## src/rtl/core/ipru_pkg.sv

```systemverilog
// Shared constants and types for the integer pixel replication upscaler.
`timescale 1ns / 1ps
`default_nettype none
package ipru_pkg;

   localparam int MAX_WIDTH = 1024;
   localparam int MAX_SCALE = 100;

   localparam int ADDR_W  = $clog2(MAX_WIDTH);
   localparam int WIDTH_W = 11;
   localparam int SCALE_W = 7;
   localparam int PIXEL_W = 24;
   localparam int CSR_W   = 11;

   localparam logic [WIDTH_W-1:0] MAX_WIDTH_V = WIDTH_W'(MAX_WIDTH);
   localparam logic [SCALE_W-1:0] MAX_SCALE_V = SCALE_W'(MAX_SCALE);

   typedef enum logic {
      CSR_SCALE_FACTOR = 1'b0,
      CSR_SOURCE_WIDTH = 1'b1
   } csr_index_type;

   typedef enum logic {
      OP_LOAD = 1'b0,
      OP_PULL = 1'b1
   } op_type;

   typedef struct packed {
      logic       empty;
      logic [1:0] pad;
      logic       row_end;
      logic       src_done;
   } ipru_flags_type;

endpackage
`default_nettype wire

```

## src/rtl/core/ipru_ctrl.sv

```systemverilog
// Configuration registers, load and replay counters, and line buffer addressing.
`timescale 1ns / 1ps
`default_nettype none
module ipru_ctrl import ipru_pkg::*; (
   input  wire logic               clock,
   input  wire logic               reset,
   input  wire logic               csr_wr_en,
   input  wire logic               csr_index,
   input  wire logic [CSR_W-1:0]   csr_wdata,
   input  wire logic               accept,
   input  wire logic               op,
   input  wire logic [PIXEL_W-1:0] pixel,
   output logic                    mem_wr_en,
   output logic      [ADDR_W-1:0]  mem_wr_addr,
   output logic      [PIXEL_W-1:0] mem_wr_data,
   output logic                    mem_rd_en,
   output logic      [ADDR_W-1:0]  mem_rd_addr,
   output logic                    pull_fire,
   output ipru_flags_type          flags
);

   logic [SCALE_W-1:0] scale_ff;
   logic [WIDTH_W-1:0] width_ff;
   logic [ADDR_W-1:0]  load_col_ff, load_col_in;
   logic               held_ff, held_in;
   logic [ADDR_W-1:0]  emit_col_ff, emit_col_in;
   logic [SCALE_W-1:0] pix_rep_ff, pix_rep_in;
   logic [SCALE_W-1:0] row_rep_ff, row_rep_in;

   logic [SCALE_W-1:0] scale_eff;
   logic [WIDTH_W-1:0] width_eff;
   logic [WIDTH_W-1:0] load_nxt, emit_nxt;
   logic [SCALE_W:0]   pix_nxt, row_nxt;
   logic [3:0]         pad_prod;

   always_ff @(posedge clock) begin
      if (reset) begin
         scale_ff <= SCALE_W'(1);
         width_ff <= WIDTH_W'(1);
      end else if (csr_wr_en) begin
         unique case (csr_index_type'(csr_index))
            CSR_SCALE_FACTOR: scale_ff <= csr_wdata[SCALE_W-1:0];
            CSR_SOURCE_WIDTH: width_ff <= csr_wdata[WIDTH_W-1:0];
            default: ;
         endcase
      end
   end

   always_comb begin
      if (scale_ff == '0) begin
         scale_eff = SCALE_W'(1);
      end else if (scale_ff > MAX_SCALE_V) begin
         scale_eff = MAX_SCALE_V;
      end else begin
         scale_eff = scale_ff;
      end
      if (width_ff == '0) begin
         width_eff = WIDTH_W'(1);
      end else if (width_ff > MAX_WIDTH_V) begin
         width_eff = MAX_WIDTH_V;
      end else begin
         width_eff = width_ff;
      end
   end

   // Pad bytes are (-3*W*S) mod 4, which equals (W*S) mod 4.
   assign pad_prod = 4'(width_eff[1:0] * scale_eff[1:0]);

   assign load_nxt = WIDTH_W'(load_col_ff) + WIDTH_W'(1);
   assign emit_nxt = WIDTH_W'(emit_col_ff) + WIDTH_W'(1);
   assign pix_nxt  = {1'b0, pix_rep_ff} + (SCALE_W+1)'(1);
   assign row_nxt  = {1'b0, row_rep_ff} + (SCALE_W+1)'(1);

   assign mem_wr_addr = load_col_ff;
   assign mem_wr_data = pixel;
   assign mem_rd_addr = emit_col_ff;

   always_comb begin
      load_col_in = load_col_ff;
      held_in     = held_ff;
      emit_col_in = emit_col_ff;
      pix_rep_in  = pix_rep_ff;
      row_rep_in  = row_rep_ff;
      mem_wr_en   = 1'b0;
      mem_rd_en   = 1'b0;
      pull_fire   = 1'b0;
      flags       = '0;

      if (accept && op_type'(op) == OP_LOAD && !held_ff) begin
         mem_wr_en = 1'b1;
         if (load_nxt >= width_eff) begin
            load_col_in = '0;
            held_in     = 1'b1;
            emit_col_in = '0;
            pix_rep_in  = '0;
            row_rep_in  = '0;
         end else begin
            load_col_in = load_nxt[ADDR_W-1:0];
         end
      end else if (accept && op_type'(op) == OP_PULL) begin
         pull_fire = 1'b1;
         if (!held_ff) begin
            flags.empty = 1'b1;
         end else begin
            mem_rd_en  = 1'b1;
            pix_rep_in = pix_nxt[SCALE_W-1:0];
            if (pix_nxt >= {1'b0, scale_eff}) begin
               pix_rep_in = '0;
               if (emit_nxt >= width_eff) begin
                  emit_col_in   = '0;
                  flags.pad     = pad_prod[1:0];
                  flags.row_end = 1'b1;
                  row_rep_in    = row_nxt[SCALE_W-1:0];
                  if (row_nxt >= {1'b0, scale_eff}) begin
                     row_rep_in     = '0;
                     held_in        = 1'b0;
                     flags.src_done = 1'b1;
                  end
               end else begin
                  emit_col_in = emit_nxt[ADDR_W-1:0];
               end
            end
         end
      end
   end

   always_ff @(posedge clock) begin
      if (reset) begin
         load_col_ff <= '0;
         held_ff     <= 1'b0;
         emit_col_ff <= '0;
         pix_rep_ff  <= '0;
         row_rep_ff  <= '0;
      end else begin
         load_col_ff <= load_col_in;
         held_ff     <= held_in;
         emit_col_ff <= emit_col_in;
         pix_rep_ff  <= pix_rep_in;
         row_rep_ff  <= row_rep_in;
      end
   end

endmodule
`default_nettype wire

```

## config.mk

```make
export PLATFORM = sky130hd
export DESIGN_NAME = ipru_ctrl
export DESIGN_NICKNAME = d
export VERILOG_FILES = /design/src/rtl/core/ipru_pkg.sv /design/src/rtl/core/ipru_ctrl.sv
export SDC_FILE = /design/constraint.sdc
export NUM_CORES = 1
export LEC_CHECK = 0
export BUFFER_PORTS_ARGS = -buffer_cell sky130_fd_sc_hd__buf_2
export CAP_MARGIN = 5
export CORE_MARGIN = 5
export CORE_UTILIZATION = 55
export DETAILED_ROUTE_END_ITERATION = 6
export GPL_TIMING_DRIVEN = 0
export MAX_ROUTING_LAYER = met4
export PLACE_DENSITY = 0.81
export RECOVER_POWER = 50
export SYNTH_ARGS = -nofsm -noshare
export SYNTH_HDL_FRONTEND = slang
export SYNTH_SLANG_ARGS = --single-unit
```

## constraint.sdc

```tcl
create_clock -name clock -period 4.4 [get_ports clock]
set_clock_uncertainty 0.05 [all_clocks]
set_input_delay 0.66 -clock clock [delete_from_list [all_inputs] [get_ports clock]]
set_output_delay 0.66 -clock clock [all_outputs]
set_load 0.02 [all_outputs]
```

# Word level (Yosys, flattened, before mapping)
# Index checks and enable logic that the tools add are counted.
classes:
  n_addsub: 4
  multipliers: 1
  n_lt_le_gt_ge: 6
  eq_ne: 1
  muxes: 42
  bitwise_logic: 2
  reduce_logical: 16
ops:
  columns: ["op", "count"]
  rows:
  - ["7-bit two-way mux", 13]
  - ["10-bit two-way mux", 7]
  - ["10-bit by 1-bit adder with 11-bit output (second input constant)", 2]
  - ["11-bit greater-or-equal comparator", 2]
  - ["11-bit two-way mux", 2]
  - ["7-bit by 1-bit adder with 8-bit output (second input constant)", 2]
  - ["8-bit by 7-bit greater-or-equal comparator with 1-bit output", 2]
  - ["1-bit two-way mux", 15]
  - ["4-bit two-way mux", 3]
  - ["11-bit greater-than comparator (second input constant)", 1]
  - ["11-bit logical NOT", 1]
  - ["5-bit two-way mux", 2]
  - ["2-bit nonzero test", 4]
  - ["7-bit greater-than comparator (second input constant)", 1]
  - ["7-bit logical NOT", 1]
  - ["2-bit AND reduction", 3]
  - ["5-bit AND reduction", 1]
  - ["4-bit AND reduction", 1]
  - ["1-bit logical AND", 3]
  - ["3-bit AND reduction", 1]
  - ["2-bit by 2-bit multiplier with 2-bit output", 1]
  - ["2-bit by 1-bit != test with 1-bit output (second input constant)", 1]
  - ["1-bit NOT", 2]
  - ["1-bit logical NOT", 1]
word_totals:
  reg_bits: 53

# Depth between registers and ports, before layout
depth:
  word_depth: 10
  mapped_depth: 12

# Worst setup path before layout
# Ideal clock, no wire load.
synth_timing:
  kind: "reg-to-output"
  start: "register emit_col_ff[0] (netlist: mem_rd_addr[0])"
  end: "output flags[2] (netlist bit)"
  arrival_time_ns: 2.993
  required_ns: 3.690
  path_slack_ns: 0.697
  path_stages_with_launch: 13
  path_buffers: 0
  path_cell_list: "dfxtp_1 > ha_1 > and3_1 > nand3_1 > xnor2_1 > ha_1 > and3_1 > a221o_1 > a41oi_2 > o21a_1 > nand2b_1 > inv_1 > and3_1"
synth_lines:
  columns: ["item", "line", "text"]
  rows:
  - ["from (decl)", "ipru_ctrl.sv:26", "logic [ADDR_W-1:0] emit_col_ff, emit_col_in;"]
  - ["from (signal assigned)", "ipru_ctrl.sv:137", "emit_col_ff <= emit_col_in;"]
  - ["to (decl)", "ipru_ctrl.sv:19", "output ipru_flags_type flags"]

==> results.json <==
{
  "p_clk_frac": 0.293,
  "synth_cell_types": 65,
  "grt_usage": 0.254,
  "hold_viol_final": 0,
  "rows": 31,
  "startpoint_type": "register",
  "maxUsedRoutingLayer": "met4",
  "worstPathRequired_ps": 3690,
  "synthTopCellsByArea": "dfxtp_1, ha_1, nand2_1",
  "cts_made_buffers": 5,
  "synth_cells": 490,
  "fin_crit_sh": 0.965,
  "first_pass_iters": 5,
  "synthDominantCellAreaShare": 0.266,
  "fillCellCount": 668,
  "num_vias": 3983,
  "switchingPower_uw": 359,
  "die_area_um2": 9040,
  "diodes": 0,
  "htreeDepth": 2,
  "path_clk_slew_ps": 110,
  "dp_hpwl_um": 8550,
  "area_growth_pct": 13.0,
  "drt_wl_total_um": 11200,
  "grt_max_degree": 19,
  "dr_wl_met2_um": 5330,
  "pwr-share-comb": 0.230,
  "ant_nets": 0,
  "cts_setup_buffers": 0,
  "powerDensity_nw_per_um2": 233,
  "drv_slew": 0,
  "synth.yosys.seq_area_share": 0.266,
  "leakagePower_uw": 0.00188,
  "worstSetupPathType": "register to output port",
  "syn_area_um2": 3980,
  "syn_avg_cell_area_um2": 8.13,
  "period_minus_slack_ps": 4250,
  "path_max_fanout": 7,
  "clockRootBuffer": "clkbuf_8",
  "m1WireLength_um": 4940,
  "grt_pass1_vias": 3684,
  "swShare": 0.341,
  "drc": 0,
  "max-vdd-ir-drop_uv": 152,
  "die_w_um": 95.1,
  "ys.warnings.count": 0,
  "ios": 93,
  "setup_viol": 0,
  "tns_ps": 0,
  "fmax_ghz": 0.235,
  "viasPerCell": 5.99,
  "synth_nets": 571,
  "maxSlewHeadroom": 0.485,
  "gp_congestion": 0.932,
  "grt_overflow": 0,
  "status": "complete, no violations",
  "clock-sinks": 53,
  "antenna_found_initial": 0,
  "worstPathArrival_ps": 3540,
  "die_y_um": 95.1,
  "maxCapViolCount": 0,
  "clock_latency_ps": 330,
  "numPortBuffers": 68,
  "intPower_uw": 692,
  "seq_power_share": 0.477,
  "cts_tree": "yes",
  "rsz0062_at_grt": "no",
  "final_nets": 646,
  "synth_top_area_cell": "dfxtp_1",
  "drt_iter0_drc": 311,
  "async_flop_share": 0,
  "ys_ff_latch": 53,
  "total_power_uw": 1050,
  "hold_path_class": "register to register",
  "drive_above_1_share": 0.150,
  "tightest_slew_ps": 772,
  "grt_pass1_wl_um": 17900,
  "critPathCaptureType": "output port",
  "coreArea_um2": 7140,
  "synth_enable_flop_cells": 0,
  "cts_max_path_buffers": 2,
  "initial_utilization": 0.558,
  "synthFlopType": "dfxtp_1",
  "wl_met3_um": 781,
  "whs_ps": 436,
  "detail_route.wl_per_cell_um": 16.8
}
kinds of logic (layout without fill, tap and decap cells):
logic type | Yosys count | count (layout) | share of synthesized area
AND/OR/NAND/NOR | 200 | 200 | 0.252
multiplexers | 11 | 11 | 0.0276
adder cells (fa/ha/maj) | 40 | 40 | 0.126
flip-flops | 53 | 53 | 0.266
XOR/XNOR | 25 | 25 | 0.0550
buffers and inverters | 53 | 129 | 0.0760
AO/OA/AOI/OAI | 108 | 108 | 0.198
placed cells by master, fill, tap and decap left out, types with 9 or more instances in the layout:
cell      netlist  layout
nor2_1         26      26
buf_4          24      24
a21oi_1        31      31
buf_2           4      29
dfxtp_1        53      51
a21o_1          9       9
o21ai_0        17      17
mux2i_1        11      11
xor2_1          9       9
nor3_1         14      14
nand2_1        71      71
nand3_1        30      30
xnor2_1        16      15
ha_1           40      39
clkbuf_1       12      55
nand4_1        10      10
inv_1           9       9
synth_stat cells (6+ instances only):
cell type,number
nand4_1,10
a21o_1,9
buf_4,24
dfxtp_1,53
mux2i_1,11
nor3_1,14
and2_1,6
clkbuf_1,12
xnor2_1,16
o21ai_0,17
xor2_1,9
and3_1,8
nand3_1,30
nand2_1,71
nor2_1,26
a21oi_1,31
inv_1,9
nand2b_1,7
ha_1,40
cell type report:
cell class              instances  area [um2]  share of cell area
inverters                      10        38.8             0.00862
clock inverters                 3        25.0             0.00556
well taps                      99         124              0.0275
multi-input cells             384        2630               0.584
repair buffers                 68         287              0.0637
clock buffers                   5        68.8              0.0153
plain buffers                  43         264              0.0587
flip-flops and latches         53        1060               0.236
flip-flops by register name, indices dropped and copies added, names as in the netlist:
name / count
mem_wr_addr: 10
held_ff: 1
row_rep_ff: 7
width_ff: 11
pix_rep_ff: 7
mem_rd_addr: 10
scale_ff: 7
layer usage:
metal  vias to the layer above  global-route usage
met5                         -                   -
li1                       1906                   -
met1                      1882               0.338
met4                         0              0.0553
met3                        19              0.0371
met2                       176               0.409
through the flow:
step / utilization / cell area [um2] / std cells / worst slack (ps)
global placement: 0.623 / 4450 / 657 / 495
detailed placement: 0.623 / 4450 / 657 / 488
global route: 0.631 / 4500 / 665 / 15.3
finish: 0.631 / 4500 / 665 / 153
CTS: 0.636 / 4540 / 665 / 117
floorplan: - / 3980 / 490 / 697
repair_timing:
action                                  4_1_cts  5_1_grt
hold buffers                                  0        0
endpoints found under the setup margin        0        1
gates resized for setup                       0        4
critical path, cell delays in order (launching register included):
cell,delay (ps)
dfxtp_2,410
ha_2,250
and3_1,200
nand3_1,210
xnor2_2,200
ha_1,310
and3_1,200
a221o_1,350
a41oi_2,270
o21a_1,230
nand2b_1,190
inv_1,60
and3_1,180
buf_2,150
worst paths after layout:
path / from / to / slack (ps) / cells past startpoint
max reg2reg: width_ff[6] / pix_rep_ff[4] / 940 / 10
max: mem_rd_addr[0] / flags[2] / 150 / 13
min reg2reg: width_ff[9] / width_ff[9] / 440 / 2
min: width_ff[9] / width_ff[9] / 440 / 2
power groups by stage:
stage               Clock (uW)  Combinational, uW  Sequential (uW)
global placement             0                232              511
CTS                        305                240              500
finish                     308                242              501
global route               329                259              502
floorplan                    0                167              510
detailed placement           0                238              511
Note: power is estimated with default switching activity, not from simulation.
