**config.mk**
```make
export PLATFORM = sky130hd
export DESIGN_NAME = ipru_out
export DESIGN_NICKNAME = d
export VERILOG_FILES = /design/src/rtl/core/ipru_pkg.sv /design/src/rtl/core/ipru_out.sv
export SDC_FILE = /design/constraint.sdc
export NUM_CORES = 1
export LEC_CHECK = 0
export ABC_AREA = 1
export CORE_ASPECT_RATIO = 0.5
export CORE_UTILIZATION = 30
export DETAILED_ROUTE_END_ITERATION = 16
export DONT_BUFFER_PORTS = 1
export PLACE_DENSITY = 0.5
export SLEW_MARGIN = 10
export SYNTH_ARGS = -nofsm -noshare
export SYNTH_HDL_FRONTEND = slang
export SYNTH_SLANG_ARGS = --single-unit
```
**constraint.sdc**
```tcl
create_clock -name clock -period 3 [get_ports clock]
set_input_delay 0.45 -clock clock [delete_from_list [all_inputs] [get_ports clock]]
set_output_delay 0.45 -clock clock [all_outputs]
set_load 0.1 [all_outputs]
```
**src/rtl/core/ipru_pkg.sv**
```systemverilog
// Shared constants and types for the integer pixel replication upscaler.
`timescale 1ns / 1ps
`default_nettype none
package ipru_pkg;

   localparam int MAX_WIDTH = 1024;
   localparam int MAX_SCALE = 100;

   localparam int ADDR_W  = $clog2(MAX_WIDTH);
   localparam int WIDTH_W = 11;
   localparam int SCALE_W = 7;
   localparam int PIXEL_W = 24;
   localparam int CSR_W   = 11;

   localparam logic [WIDTH_W-1:0] MAX_WIDTH_V = WIDTH_W'(MAX_WIDTH);
   localparam logic [SCALE_W-1:0] MAX_SCALE_V = SCALE_W'(MAX_SCALE);

   typedef enum logic {
      CSR_SCALE_FACTOR = 1'b0,
      CSR_SOURCE_WIDTH = 1'b1
   } csr_index_type;

   typedef enum logic {
      OP_LOAD = 1'b0,
      OP_PULL = 1'b1
   } op_type;

   typedef struct packed {
      logic       empty;
      logic [1:0] pad;
      logic       row_end;
      logic       src_done;
   } ipru_flags_type;

endpackage
`default_nettype wire

```
**src/rtl/core/ipru_out.sv**
```systemverilog
// Read stage and output register of the result channel.
`timescale 1ns / 1ps
`default_nettype none
module ipru_out import ipru_pkg::*; (
   input  wire logic               clock,
   input  wire logic               reset,
   input  wire logic               pull_fire,
   input  ipru_flags_type          flags,
   input  wire logic [PIXEL_W-1:0] rd_data,
   output logic                    req_stall,
   output logic                    rsp_valid,
   input  wire logic               rsp_stall,
   output logic      [7:0]         rsp_out_blue,
   output logic      [7:0]         rsp_out_green,
   output logic      [7:0]         rsp_out_red,
   output logic      [1:0]         rsp_pad_bytes,
   output logic                    rsp_row_end,
   output logic                    rsp_source_row_done,
   output logic                    rsp_empty_res
);

   logic           s1_valid_ff, s1_valid_in;
   ipru_flags_type s1_flags_ff;
   logic           rsp_valid_ff, rsp_valid_in;
   logic [PIXEL_W-1:0] pix_ff;
   ipru_flags_type     out_flags_ff;
   logic               advance;

   // The read data register only changes on a new read, which happens only
   // when the read stage can move on, so it holds while the stage waits.
   assign advance      = !rsp_valid_ff || !rsp_stall;
   assign req_stall    = s1_valid_ff && !advance;
   assign s1_valid_in  = (advance || !s1_valid_ff) ? pull_fire : s1_valid_ff;
   assign rsp_valid_in = advance ? s1_valid_ff : rsp_valid_ff;

   always_ff @(posedge clock) begin
      if (reset) begin
         s1_valid_ff  <= 1'b0;
         rsp_valid_ff <= 1'b0;
      end else begin
         s1_valid_ff  <= s1_valid_in;
         rsp_valid_ff <= rsp_valid_in;
      end
   end

   always_ff @(posedge clock) begin
      if (pull_fire && (advance || !s1_valid_ff)) begin
         s1_flags_ff <= flags;
      end
      if (advance && s1_valid_ff) begin
         out_flags_ff <= s1_flags_ff;
         pix_ff       <= s1_flags_ff.empty ? '0 : rd_data;
      end
   end

   assign rsp_valid           = rsp_valid_ff;
   assign rsp_out_blue        = pix_ff[7:0];
   assign rsp_out_green       = pix_ff[15:8];
   assign rsp_out_red         = pix_ff[23:16];
   assign rsp_pad_bytes       = out_flags_ff.pad;
   assign rsp_row_end         = out_flags_ff.row_end;
   assign rsp_source_row_done = out_flags_ff.src_done;
   assign rsp_empty_res       = out_flags_ff.empty;

endmodule
`default_nettype wire

```
---- Word-level counts from Yosys, hierarchy flattened ----
Cells that the tools add are included.
storage, ports and cells
  logic and storage cells ................. 20
  input bits .............................. 33
  output and inout port bits .............. 31
  flip-flop bits (word level) ............. 36
cells by class
  reduce and logical (&&, ||, !) cells .... 9
operators with widths
  cell                 number
  $logic_not A1 Y1     4
  $logic_and A1 B1 Y1  3
  $logic_or A1 B1 Y1   2

---- Depth between registers and ports, before layout ----
Gate-level depths: netlist of the first run.
  depth after elaboration ................. 4
  depth in mapped cells ................... 3
  gate-level depth less buffers ........... 3

---- Worst setup path before layout of the first run ----
Ideal clock, no wire load.
  kind .................................... flip-flop to flip-flop
  from .................................... register rsp_valid_ff, in the netlist rsp_valid
  to ...................................... register pix_ff[0], enable pin
  library setup time ...................... 0.425 ns
  required time ........................... 2.575 ns
  clock period less this slack ............ 2.672 ns
  arrival ................................. 2.247 ns
  cell stages (with the launch flop) ...... 2
  setup slack ............................. 0.328 ns
  cells stage by stage .................... dfxtp_1 a21oi_1
on the way
  longest elaborated chain between the ends .. 3
RTL lines
  element                   line            RTL
  start: declaration        ipru_out.sv:24  logic rsp_valid_ff, rsp_valid_in;
  start signal: assignment  ipru_out.sv:42  rsp_valid_ff <= rsp_valid_in;
  $logic_not A1 Y1          ipru_out.sv:31  assign advance = !rsp_valid_ff || !rsp_stall;
  $logic_or A1 B1 Y1        ipru_out.sv:31
  $logic_and A1 B1 Y1       ipru_out.sv:50  if (advance && s1_valid_ff) begin
  end signal: assignment    ipru_out.sv:52  pix_ff <= s1_flags_ff.empty ? '0 : rd_data;
  end: declaration          ipru_out.sv:25  logic [PIXEL_W-1:0] pix_ff;
Every way passes these cells.
A chain may end at the register's enable or synchronous reset.

---- Worst setup path after layout of the first run ----
  from .................................... register rsp_valid_ff, in the netlist rsp_valid
  to ...................................... output port req_stall
on the way
  longest elaborated chain between the ends .. 4
RTL lines
  element              line            RTL
  $logic_not A1 Y1     ipru_out.sv:31
  $logic_or A1 B1 Y1   ipru_out.sv:31
  $logic_not A1 Y1     ipru_out.sv:32  assign req_stall = s1_valid_ff && !advance;
  $logic_and A1 B1 Y1  ipru_out.sv:32
  end: declaration     ipru_out.sv:10  output logic req_stall,
Every way passes these cells.

==> flow_metrics.tcl, run 1 <==
set metrics [dict create \
    grt_antenna_before_repair 0 \
    ir_drop_v 0.000196 \
    gp_congestion 0.607 \
    ys_seq_area_share_pct 81.2 \
    cp-start-kind "register" \
    grt_pass1_wl_um 3390 \
    maxCapViolations 0 \
    power.density_nw_per_um2 742 \
    viasPerCell 4.14 \
    cpMostUsedCell "buf_4" \
    cts_hold_buf 0 \
    crit_type "register to output port" \
    cts.sinks 36 \
    worstPathRequired_ns 2.55 \
    synth_area_um2 1310 \
    finalHoldViolCount 0 \
    grt_usage_pct 10.3 \
    drtIter0Drc 33 \
    antenna_cells 0 \
    critPathSlowestCell "dfxtp_1" \
    fp.dieH_um 48.7 \
    dp.cells 150 \
    grt_max_degree 30 \
    grt_overflow 0 \
    yosysWarnings 0 \
    cp_cell_sequence "buf_4 -> nand3_1 -> inv_1 -> buf_4" \
    fmax_ghz 0.531 \
    rsz0062_at_grt "no" \
    grt_pass1_vias 657 \
    ys_ff_latch 36 \
    die_w_um 95.3 \
    cts_resized 0 \
    die_area_um2 4640 \
    insertion_delay_ns 0.28 \
    fp-row-count 16 \
    avgSynthCellArea_um2 13.6 \
    nFillCells 414 \
    cp-end-kind "output port" \
    drt_wl_total_um 2130 \
    htreeDepth 2 \
    setup_viol_count_final 0 \
    wl_per_cell_um 13.5 \
    status "finished, final reports clean" \
    max_slew_margin_pct 38.7 \
    numCtsBuffers 5 \
    layout-drive-gt1-share_pct 7.69 \
    cts_buffer_depth 2 \
    clockRootBuffer "clkbuf_8" \
    min_period_over_period_pct 62.7 \
    synth.distinct_cells 8 \
    ant_nets 0 \
    cts_setup_buffers 0 \
    firstDrtPassIters 3 \
    slew_violations 0 \
    tns_ns 0 \
    hold_path_class "input pin to register" \
    fin_skew_ns 0.00200 \
    ios 64 \
    synthCells 96 \
    cts_tree "yes" \
    nets 136 \
    fin_crit_ns 1.88 \
    vias 654 \
    p_leak_nw 0.604 \
    arrival_ns 1.43 \
    core-area_um2 4040 \
    drcViolationCount 0 \
    worst_pin_slew_ns 0.922 \
    syn_nets 129 \
    portBuffers 0 \
    final_cells 158 \
    cts.clk_slew.worst_paths_ns 0.07 \
    start_util_pct 32.3 \
    path_max_fanout 4 \
    cp_slowest_stage_delay_ns 0.31 \
    synthToLayoutAreaGrowth_pct 11.6 \
]
sequential cells by signal, indices dropped and copies added, names as in the netlist:
register,count
s1_valid_ff,1
rsp_valid,1
s1_flags_ff,5
rsp_pad_bytes,2
rsp_source_row_done,1
pix_ff,24
rsp_empty_res,1
rsp_row_end,1
final timing paths:
path	start	endpoint	slack, ns	cells past startpoint
worst max-delay path	rsp_valid$_SDFFE_PP0P_	req_stall	1.12	4
worst min-delay path	reset	s1_valid_ff$_SDFFE_PP0P_	0.23	1
worst max register to register	rsp_valid$_SDFFE_PP0P_	pix_ff[6]$_SDFFCE_PP0P_	1.34	2
worst min register to register	s1_flags_ff[3]$_DFFE_PP_	rsp_pad_bytes[1]$_DFFE_PP_	0.42	0
cell usage after synthesis:
cell / n / area share, %
nor2_1: 24 / 6.9
inv_1: 28 / 8.0
a21oi_1: 3 / 1.1
dfxtp_1: 2 / 3.1
nand2_1: 2 / 0.57
buf_6: 2 / 1.7
edfxtp_1: 34 / 78
nand3_1: 1 / 0.38
worst max-delay path, delay by kind of cell (launching register included):
family / cells / cell delay, ns
buffers and inverters: 3 / 0.67
AND/OR/NAND/NOR: 1 / 0.17
flip-flops: 1 / 0.31
where the power goes:
part	internal (W)	switching [W]
clock network	0.000162	0.000156
registers	0.000581	0.000145
logic	0.00000974	0.0000280
metal layers:
layer	global-route usage, %	share of wire, %
met5	0	0
met4	5.30	0
met3	5.66	4.9
met2	16.3	52
met1	11.2	43
cell type report:
cell class                      count  area (um2)  share of cell area, %
Clock buffer                        7        76.3                   5.24
Tap cell                           54        67.6                   4.64
Clock inverter                      1        3.75                  0.258
Multi-Input combinational cell     30         129                   8.84
Timing Repair Buffer                2        15.0                   1.03
Inverter                           28         105                   7.21
Sequential cell                    36        1060                   72.8
through the flow:
stage | utilization (%) | setup WS [ns] | cell area (um2) | total power (W) | hold slack [ns]
floorplan | - | 0.328 | 1310 | 0.000766 | 0.400
global placement | 34.1 | 1.31 | 1380 | 0.000774 | 0.404
detailed placement | 34.1 | 1.30 | 1380 | 0.000778 | 0.405
CTS | 36.0 | 1.10 | 1460 | 0.00110 | 0.221
global route | 36.0 | 1.04 | 1460 | 0.00113 | 0.213
finish | 36.0 | 1.12 | 1460 | 0.00108 | 0.230
cell usage in the layout (no fill, tap or decap):
master	synthesis	final
dfxtp_1	2	2
nor2_1	24	24
clkbuf_8	0	5
a21oi_4	0	1
a21oi_1	3	2
buf_4	0	2
clkinv_1	0	1
nand2_1	2	2
inv_1	28	28
edfxtp_1	34	34
nand3_1	1	1
clkbuf_1	0	2
cells by family after synthesis:
group	Yosys count	synth area share, %
flops	36	81.2
buf+inv	30	9.77
simple gates	27	7.85
compound gates	3	1.15
Power figures use the tool's default switching activity.
==> inputs of run 2 (changes only) <==
--- a/config.mk
+++ b/config.mk
@@ -5,7 +5,7 @@
 export SDC_FILE = /design/constraint.sdc
 export NUM_CORES = 1
 export LEC_CHECK = 0
-export ABC_AREA = 1
+export ABC_AREA = 0
 export CORE_ASPECT_RATIO = 0.5
 export CORE_UTILIZATION = 30
 export DETAILED_ROUTE_END_ITERATION = 16
==> constraint.sdc (replaced) <==
create_clock -name clock -period 1.8 [get_ports clock]
set_input_delay 0.27 -clock clock [delete_from_list [all_inputs] [get_ports clock]]
set_output_delay 0.27 -clock clock [all_outputs]
set_load 0.1 [all_outputs]
==> flow_metrics.tcl, run 2 <==
set metrics [dict create \
    drtIter0Drc 25 \
    viasPerCell 4.09 \
    fmax_ghz 0.725 \
    cts_hold_buf 0 \
    synthToLayoutAreaGrowth_pct 34.2 \
    die_area_um2 4660 \
    rsz0062_at_grt "no" \
    switching_share_pct 27.5 \
    fp.dieH_um 48.8 \
    start_util_pct 32.4 \
    yosys-top-cells-count "34 x edfxtp_1, 14 x nor2b_2, 6 x nor2b_1" \
    cts.sinks 36 \
    ant_nets 0 \
    fin_skew_ns 0.00889 \
    crit_type "register to output port" \
    min_period_over_period_pct 76.6 \
    layout-drive-gt1-share_pct 52.3 \
    synthCells 70 \
    synth_area_um2 1310 \
    synth_most_common_cell "edfxtp_1" \
    worst_pin_slew_ns 0.314 \
    largest_reg_flops 24 \
    cts_resized 0 \
    firstDrtPassIters 3 \
    arrival_ns 1.11 \
    cts_tree "yes" \
    ys_ff_latch 36 \
    syn_nets 103 \
    p_int_w 0.00144 \
    fp-row-count 16 \
    fin_ws_ns 0.421 \
    insertion_delay_ns 0.28 \
    tns_ns 0 \
    fin_crit_ns 1.38 \
    worstPathRequired_ns 1.53 \
    cts_buffer_depth 2 \
    clockRootBuffer "clkbuf_8" \
    gp_congestion 0.701 \
    vias 666 \
    drcViolationCount 0 \
    avgSynthCellArea_um2 18.7 \
    preCtsSetupSlack_ns 0.556 \
    ios 64 \
    power_frac_clock_pct 33.4 \
    cp-end-kind "output port" \
    regMostFlops "pix_ff" \
    grt_pass1_vias 651 \
    hold_ws_ns 0.0498 \
    grt_pass1_wl_um 3080 \
    yosysWarnings 0 \
    setup_viol_count_final 0 \
    cts_setup_buffers 0 \
    slew_violations 0 \
    grt_usage_pct 9.38 \
    ys_seq_area_share_pct 80.9 \
    drt_wl_total_um 2080 \
    hold_path_class "input pin to register" \
    p_leak_nw 0.663 \
    layout_commonest_cell "edfxtp_1" \
    grt_overflow 0 \
    p_comb_share_pct 17.4 \
    numCtsBuffers 5 \
    cts.clk_slew.worst_paths_ns 0.06 \
    maxCapViolations 0 \
    grt_max_degree 30 \
    die_w_um 95.5 \
    ys_top_cells_by_area "edfxtp_1 78%, nor2b_2 9.4%, dfxtp_1 3.1%, nor2b_1 2.9%, and2b_1 2.3%" \
    final_area_um2 1760 \
    htreeDepth 2 \
    synth_top_cell_area_share_pct 77.9 \
    place_area_um2 1650 \
    synth-edff-count 34 \
    p_total_w 0.00198 \
    ir_drop_v 0.000562 \
    synth.distinct_cells 11 \
    layout_common_cells "34 x edfxtp_1, 31 x buf_4, 14 x nor2b_2" \
    cp-start-kind "register" \
    antenna_cells 0 \
    finalHoldViolCount 0 \
    status "finished, final reports clean" \
    synth_flop_cell "edfxtp_1" \
    p_seq_share_pct 49.2 \
    yosys.area.top_type "edfxtp_1" \
    async_reset_ff_share_pct 0 \
    grt_antenna_before_repair 0 \
    max_slew_margin_pct 79.0 \
    portBuffers 0 \
    wl_per_cell_um 12.7 \
    power.density_nw_per_um2 1130 \
    core-area_um2 4040 \
    nets 141 \
    path_max_fanout 3 \
    netSwitchingPower_w 0.000545 \
]
-- run 2: cell types whose count changed in the layout (fill, tap and decap cells not counted), sizes merged --
cell	change
bufinv	+1
nor2b	+20
and2b	+4
nor2	-22
inv	-27
a21oi	-1
a21boi	+1
clkinvlp	+1
clkinv	+1
clkbuf	-2
nand2	-2
buf	+31
-- run 2: area by class of cell --
cell class / count / area [um2]
repair buffers: 33 / 273
clock buffers: 5 / 68.8
fillers: 369 / 2280
multi-input cells: 30 / 239
clock inverters: 3 / 37.5
inverters: 2 / 11.3
flip-flops and latches: 36 / 1060
well taps: 54 / 67.6
-- run 2: logic make-up (layout without fill, tap and decap cells) --
| kind of cell | Yosys count | after routing | share of synthesized area [%] |
|---|---|---|---|
| AO/OA/AOI/OAI | 3 | 3 | 1.34 |
| AND/OR/NAND/NOR | 27 | 27 | 15.5 |
| buffers and inverters | 4 | 43 | 2.29 |
| flip-flops | 36 | 36 | 80.9 |
-- run 2: power by group through the flow --
stage | logic, W | clock network (W) | registers (W)
floorplan | 0.0000563 | 0 | 0.00122
global placement | 0.000343 | 0 | 0.000993
detailed placement | 0.000349 | 0 | 0.000994
CTS | 0.000349 | 0.000676 | 0.000976
global route | 0.000356 | 0.000721 | 0.000979
finish | 0.000345 | 0.000661 | 0.000975
-- run 2: final timing paths --
kind / start / to / slack [ns] / cells after the start
max: s1_valid_ff$_SDFFE_PP0P_ / req_stall / 0.42 / 3
min: reset / rsp_valid$_SDFFE_PP0P_ / 0.05 / 1
max reg2reg: rsp_valid$_SDFFE_PP0P_ / pix_ff[9]$_SDFFCE_PP0P_ / 0.56 / 3
min reg2reg: s1_flags_ff[2]$_DFFE_PP_ / rsp_pad_bytes[0]$_DFFE_PP_ / 0.43 / 0
-- run 2: worst max-delay path, stage by stage, from the launching register on --
cell,delay (ns)
dfxtp_1,0.36
nand3_1,0.14
clkinvlp_4,0.15
buf_12,0.18
-- run 2: through the flow --
step                      std cells  util [%]
final                           163      43.5
after detailed placement        155      40.9
after global routing            163      43.5
after CTS                       163      43.5
after floorplan                  70         -
after global placement          155      40.9
-- run 2: per-layer routing --
| layer | share of wire, % | track usage (%) | up-vias | wire [um] |
|---|---|---|---|---|
| li1 | - | - | 320 | - |
| met1 | 33 | 9.29 | 321 | 682 |
| met2 | 57 | 16.1 | 22 | 1180 |
| met3 | 9.5 | 5.03 | 3 | 197 |
| met4 | 0.67 | 4.48 | 0 | 14 |
| met5 | 0 | 0 | - | 0 |
==> inputs of run 3 (changes only) <==
--- a/config.mk
+++ b/config.mk
@@ -5,7 +5,7 @@
 export SDC_FILE = /design/constraint.sdc
 export NUM_CORES = 1
 export LEC_CHECK = 0
-export ABC_AREA = 0
+export ABC_AREA = 1
 export CORE_ASPECT_RATIO = 0.5
 export CORE_UTILIZATION = 30
 export DETAILED_ROUTE_END_ITERATION = 16
==> constraint.sdc (replaced) <==
create_clock -name clock -period 1.4 [get_ports clock]
set_input_delay 0.21 -clock clock [delete_from_list [all_inputs] [get_ports clock]]
set_output_delay 0.21 -clock clock [all_outputs]
set_load 0.1 [all_outputs]
==> flow_metrics.tcl, run 3 (synthesis gave the netlist of run 1 again) <==
set metrics [dict create \
    layout_common_cells "34 x edfxtp_1, 31 x buf_4, 27 x inv_1" \
    ir_drop_v 0.000592 \
    fp-row-count 16 \
    preCtsSetupSlack_ns 0.356 \
    htreeDepth 2 \
    synthToLayoutAreaGrowth_pct 32.5 \
    firstDrtPassIters 4 \
    path_depth 3 \
    min_period_over_period_pct 92.5 \
    layout_commonest_cell "edfxtp_1" \
    cts_resized 0 \
    cts_buffer_depth 2 \
    reg2reg_slack_ns 0.35 \
    fmax_ghz 0.772 \
    p_leak_nw 0.756 \
    power_frac_clock_pct 27.7 \
    ios 64 \
    cp_cell_sequence "nand3_1 -> clkinvlp_4 -> buf_12" \
    cp_top_family "flip-flops" \
    grt_pass1_vias 736 \
    p_seq_share_pct 53.3 \
    reg2reg_depth 3 \
    p_comb_share_pct 19.0 \
    fp.dieH_um 48.7 \
    numCtsBuffers 5 \
    die_w_um 95.3 \
    path_max_fanout 3 \
    switching_share_pct 29.7 \
    grt_usage_pct 9.58 \
    die_area_um2 4640 \
    grt_antenna_before_repair 0 \
    fin_skew_ns 0.00657 \
    grt_max_degree 30 \
    cp_slowest_stage_delay_ns 0.35 \
    antenna_cells 0 \
    portBuffers 0 \
    insertion_delay_ns 0.28 \
    rsz0062_at_grt "no" \
    maxCapViolations 0 \
    drt_wl_total_um 2120 \
    hold_path_class "input pin to register" \
    regMostFlops "pix_ff" \
    wl_per_cell_um 11.2 \
    critPathSlowestCell "dfxtp_4" \
    core-area_um2 4040 \
    cp-end-kind "output port" \
    crit_type "register to output port" \
    cts_tree "yes" \
    cts.clk_slew.worst_paths_ns 0.06 \
    cts_hold_buf 1 \
    clockRootBuffer "clkbuf_8" \
    grt_pass1_wl_um 3170 \
    fin_ws_ns 0.105 \
    final_cells 189 \
    max_slew_margin_pct 80.9 \
    grt_overflow 0 \
    power.density_nw_per_um2 1360 \
    worst-path-buf-inv 2 \
    drcViolationCount 0 \
    worstPathRequired_ns 1.19 \
    cp-start-kind "register" \
    p_total_w 0.00236 \
    worst_pin_slew_ns 0.286 \
    slew_violations 0 \
    hold_ws_ns 0.0272 \
    cts.sinks 36 \
    dp_hpwl_um 1510 \
    drtIter0Drc 40 \
    viasPerCell 4.01 \
    ant_nets 0 \
    cts_setup_buffers 0 \
    status "finished, final reports clean" \
    start_util_pct 32.3 \
    gp_congestion 0.592 \
    hold_depth 0 \
    vias 758 \
    nets 168 \
    dp.cells 181 \
    arrival_ns 1.08 \
    finalHoldViolCount 0 \
    setup_viol_count_final 0 \
    netSwitchingPower_w 0.000700 \
    layout-drive-gt1-share_pct 31.1 \
    p_int_w 0.00166 \
    largest_reg_flops 24 \
    fin_crit_ns 1.29 \
]
## run 3: layout make-up
cell class / count / area [um2]
Clock buffer: 6 / 72.6
Clock inverter: 1 / 5.00
Fill cell: 401 / 2310
Inverter: 28 / 109
Multi-Input combinational cell: 30 / 129
Sequential cell: 36 / 1060
Tap cell: 54 / 67.6
Timing Repair Buffer: 34 / 283
## run 3: worst register-to-register path, cell delays in order, from the launching register on
cell and delay [ns]:
dfxtp_1 0.33, inv_1 0.07, a21oi_4 0.13, buf_12 0.20
## run 3: stage by stage
stage / cell area, um2 / TNS (ns) / utilization, %
after global placement: 1640 / 0 / 40.6
after detailed placement: 1640 / 0 / 40.6
final: 1730 / 0 / 42.8
after CTS: 1730 / 0 / 42.8
after global routing: 1730 / 0 / 42.8
after floorplan: 1330 / -0.464 / -
## run 3: worst paths after layout
kind | from | end
min reg2reg | s1_flags_ff[0]$_DFFE_PP_ | rsp_source_row_done$_DFFE_PP_
max | rsp_valid$_SDFFE_PP0P_ | req_stall
max reg2reg | s1_valid_ff$_SDFFE_PP0P_ | rsp_pad_bytes[0]$_DFFE_PP_
min | flags[1] | s1_flags_ff[1]$_DFFE_PP_
## run 3: per-layer routing
layer / up-vias / part of all wire (%) / GRT usage, %
met1: 358 / 42 / 10.1
met3: 2 / 7.8 / 5.35
li1: 372 / - / -
met2: 26 / 50 / 15.1
met4: 0 / 0.94 / 5.30
met5: - / 0 / 0
## run 3: power groups by stage
| stage | clock (W) | sequential (W) | combinational (W) |
|---|---|---|---|
| global placement | 0 | 0.00128 | 0.000445 |
| finish | 0.000654 | 0.00126 | 0.000447 |
| floorplan | 0 | 0.00158 | 0.0000639 |
| detailed placement | 0 | 0.00128 | 0.000449 |
| CTS | 0.000690 | 0.00126 | 0.000451 |
| global route | 0.000732 | 0.00126 | 0.000464 |
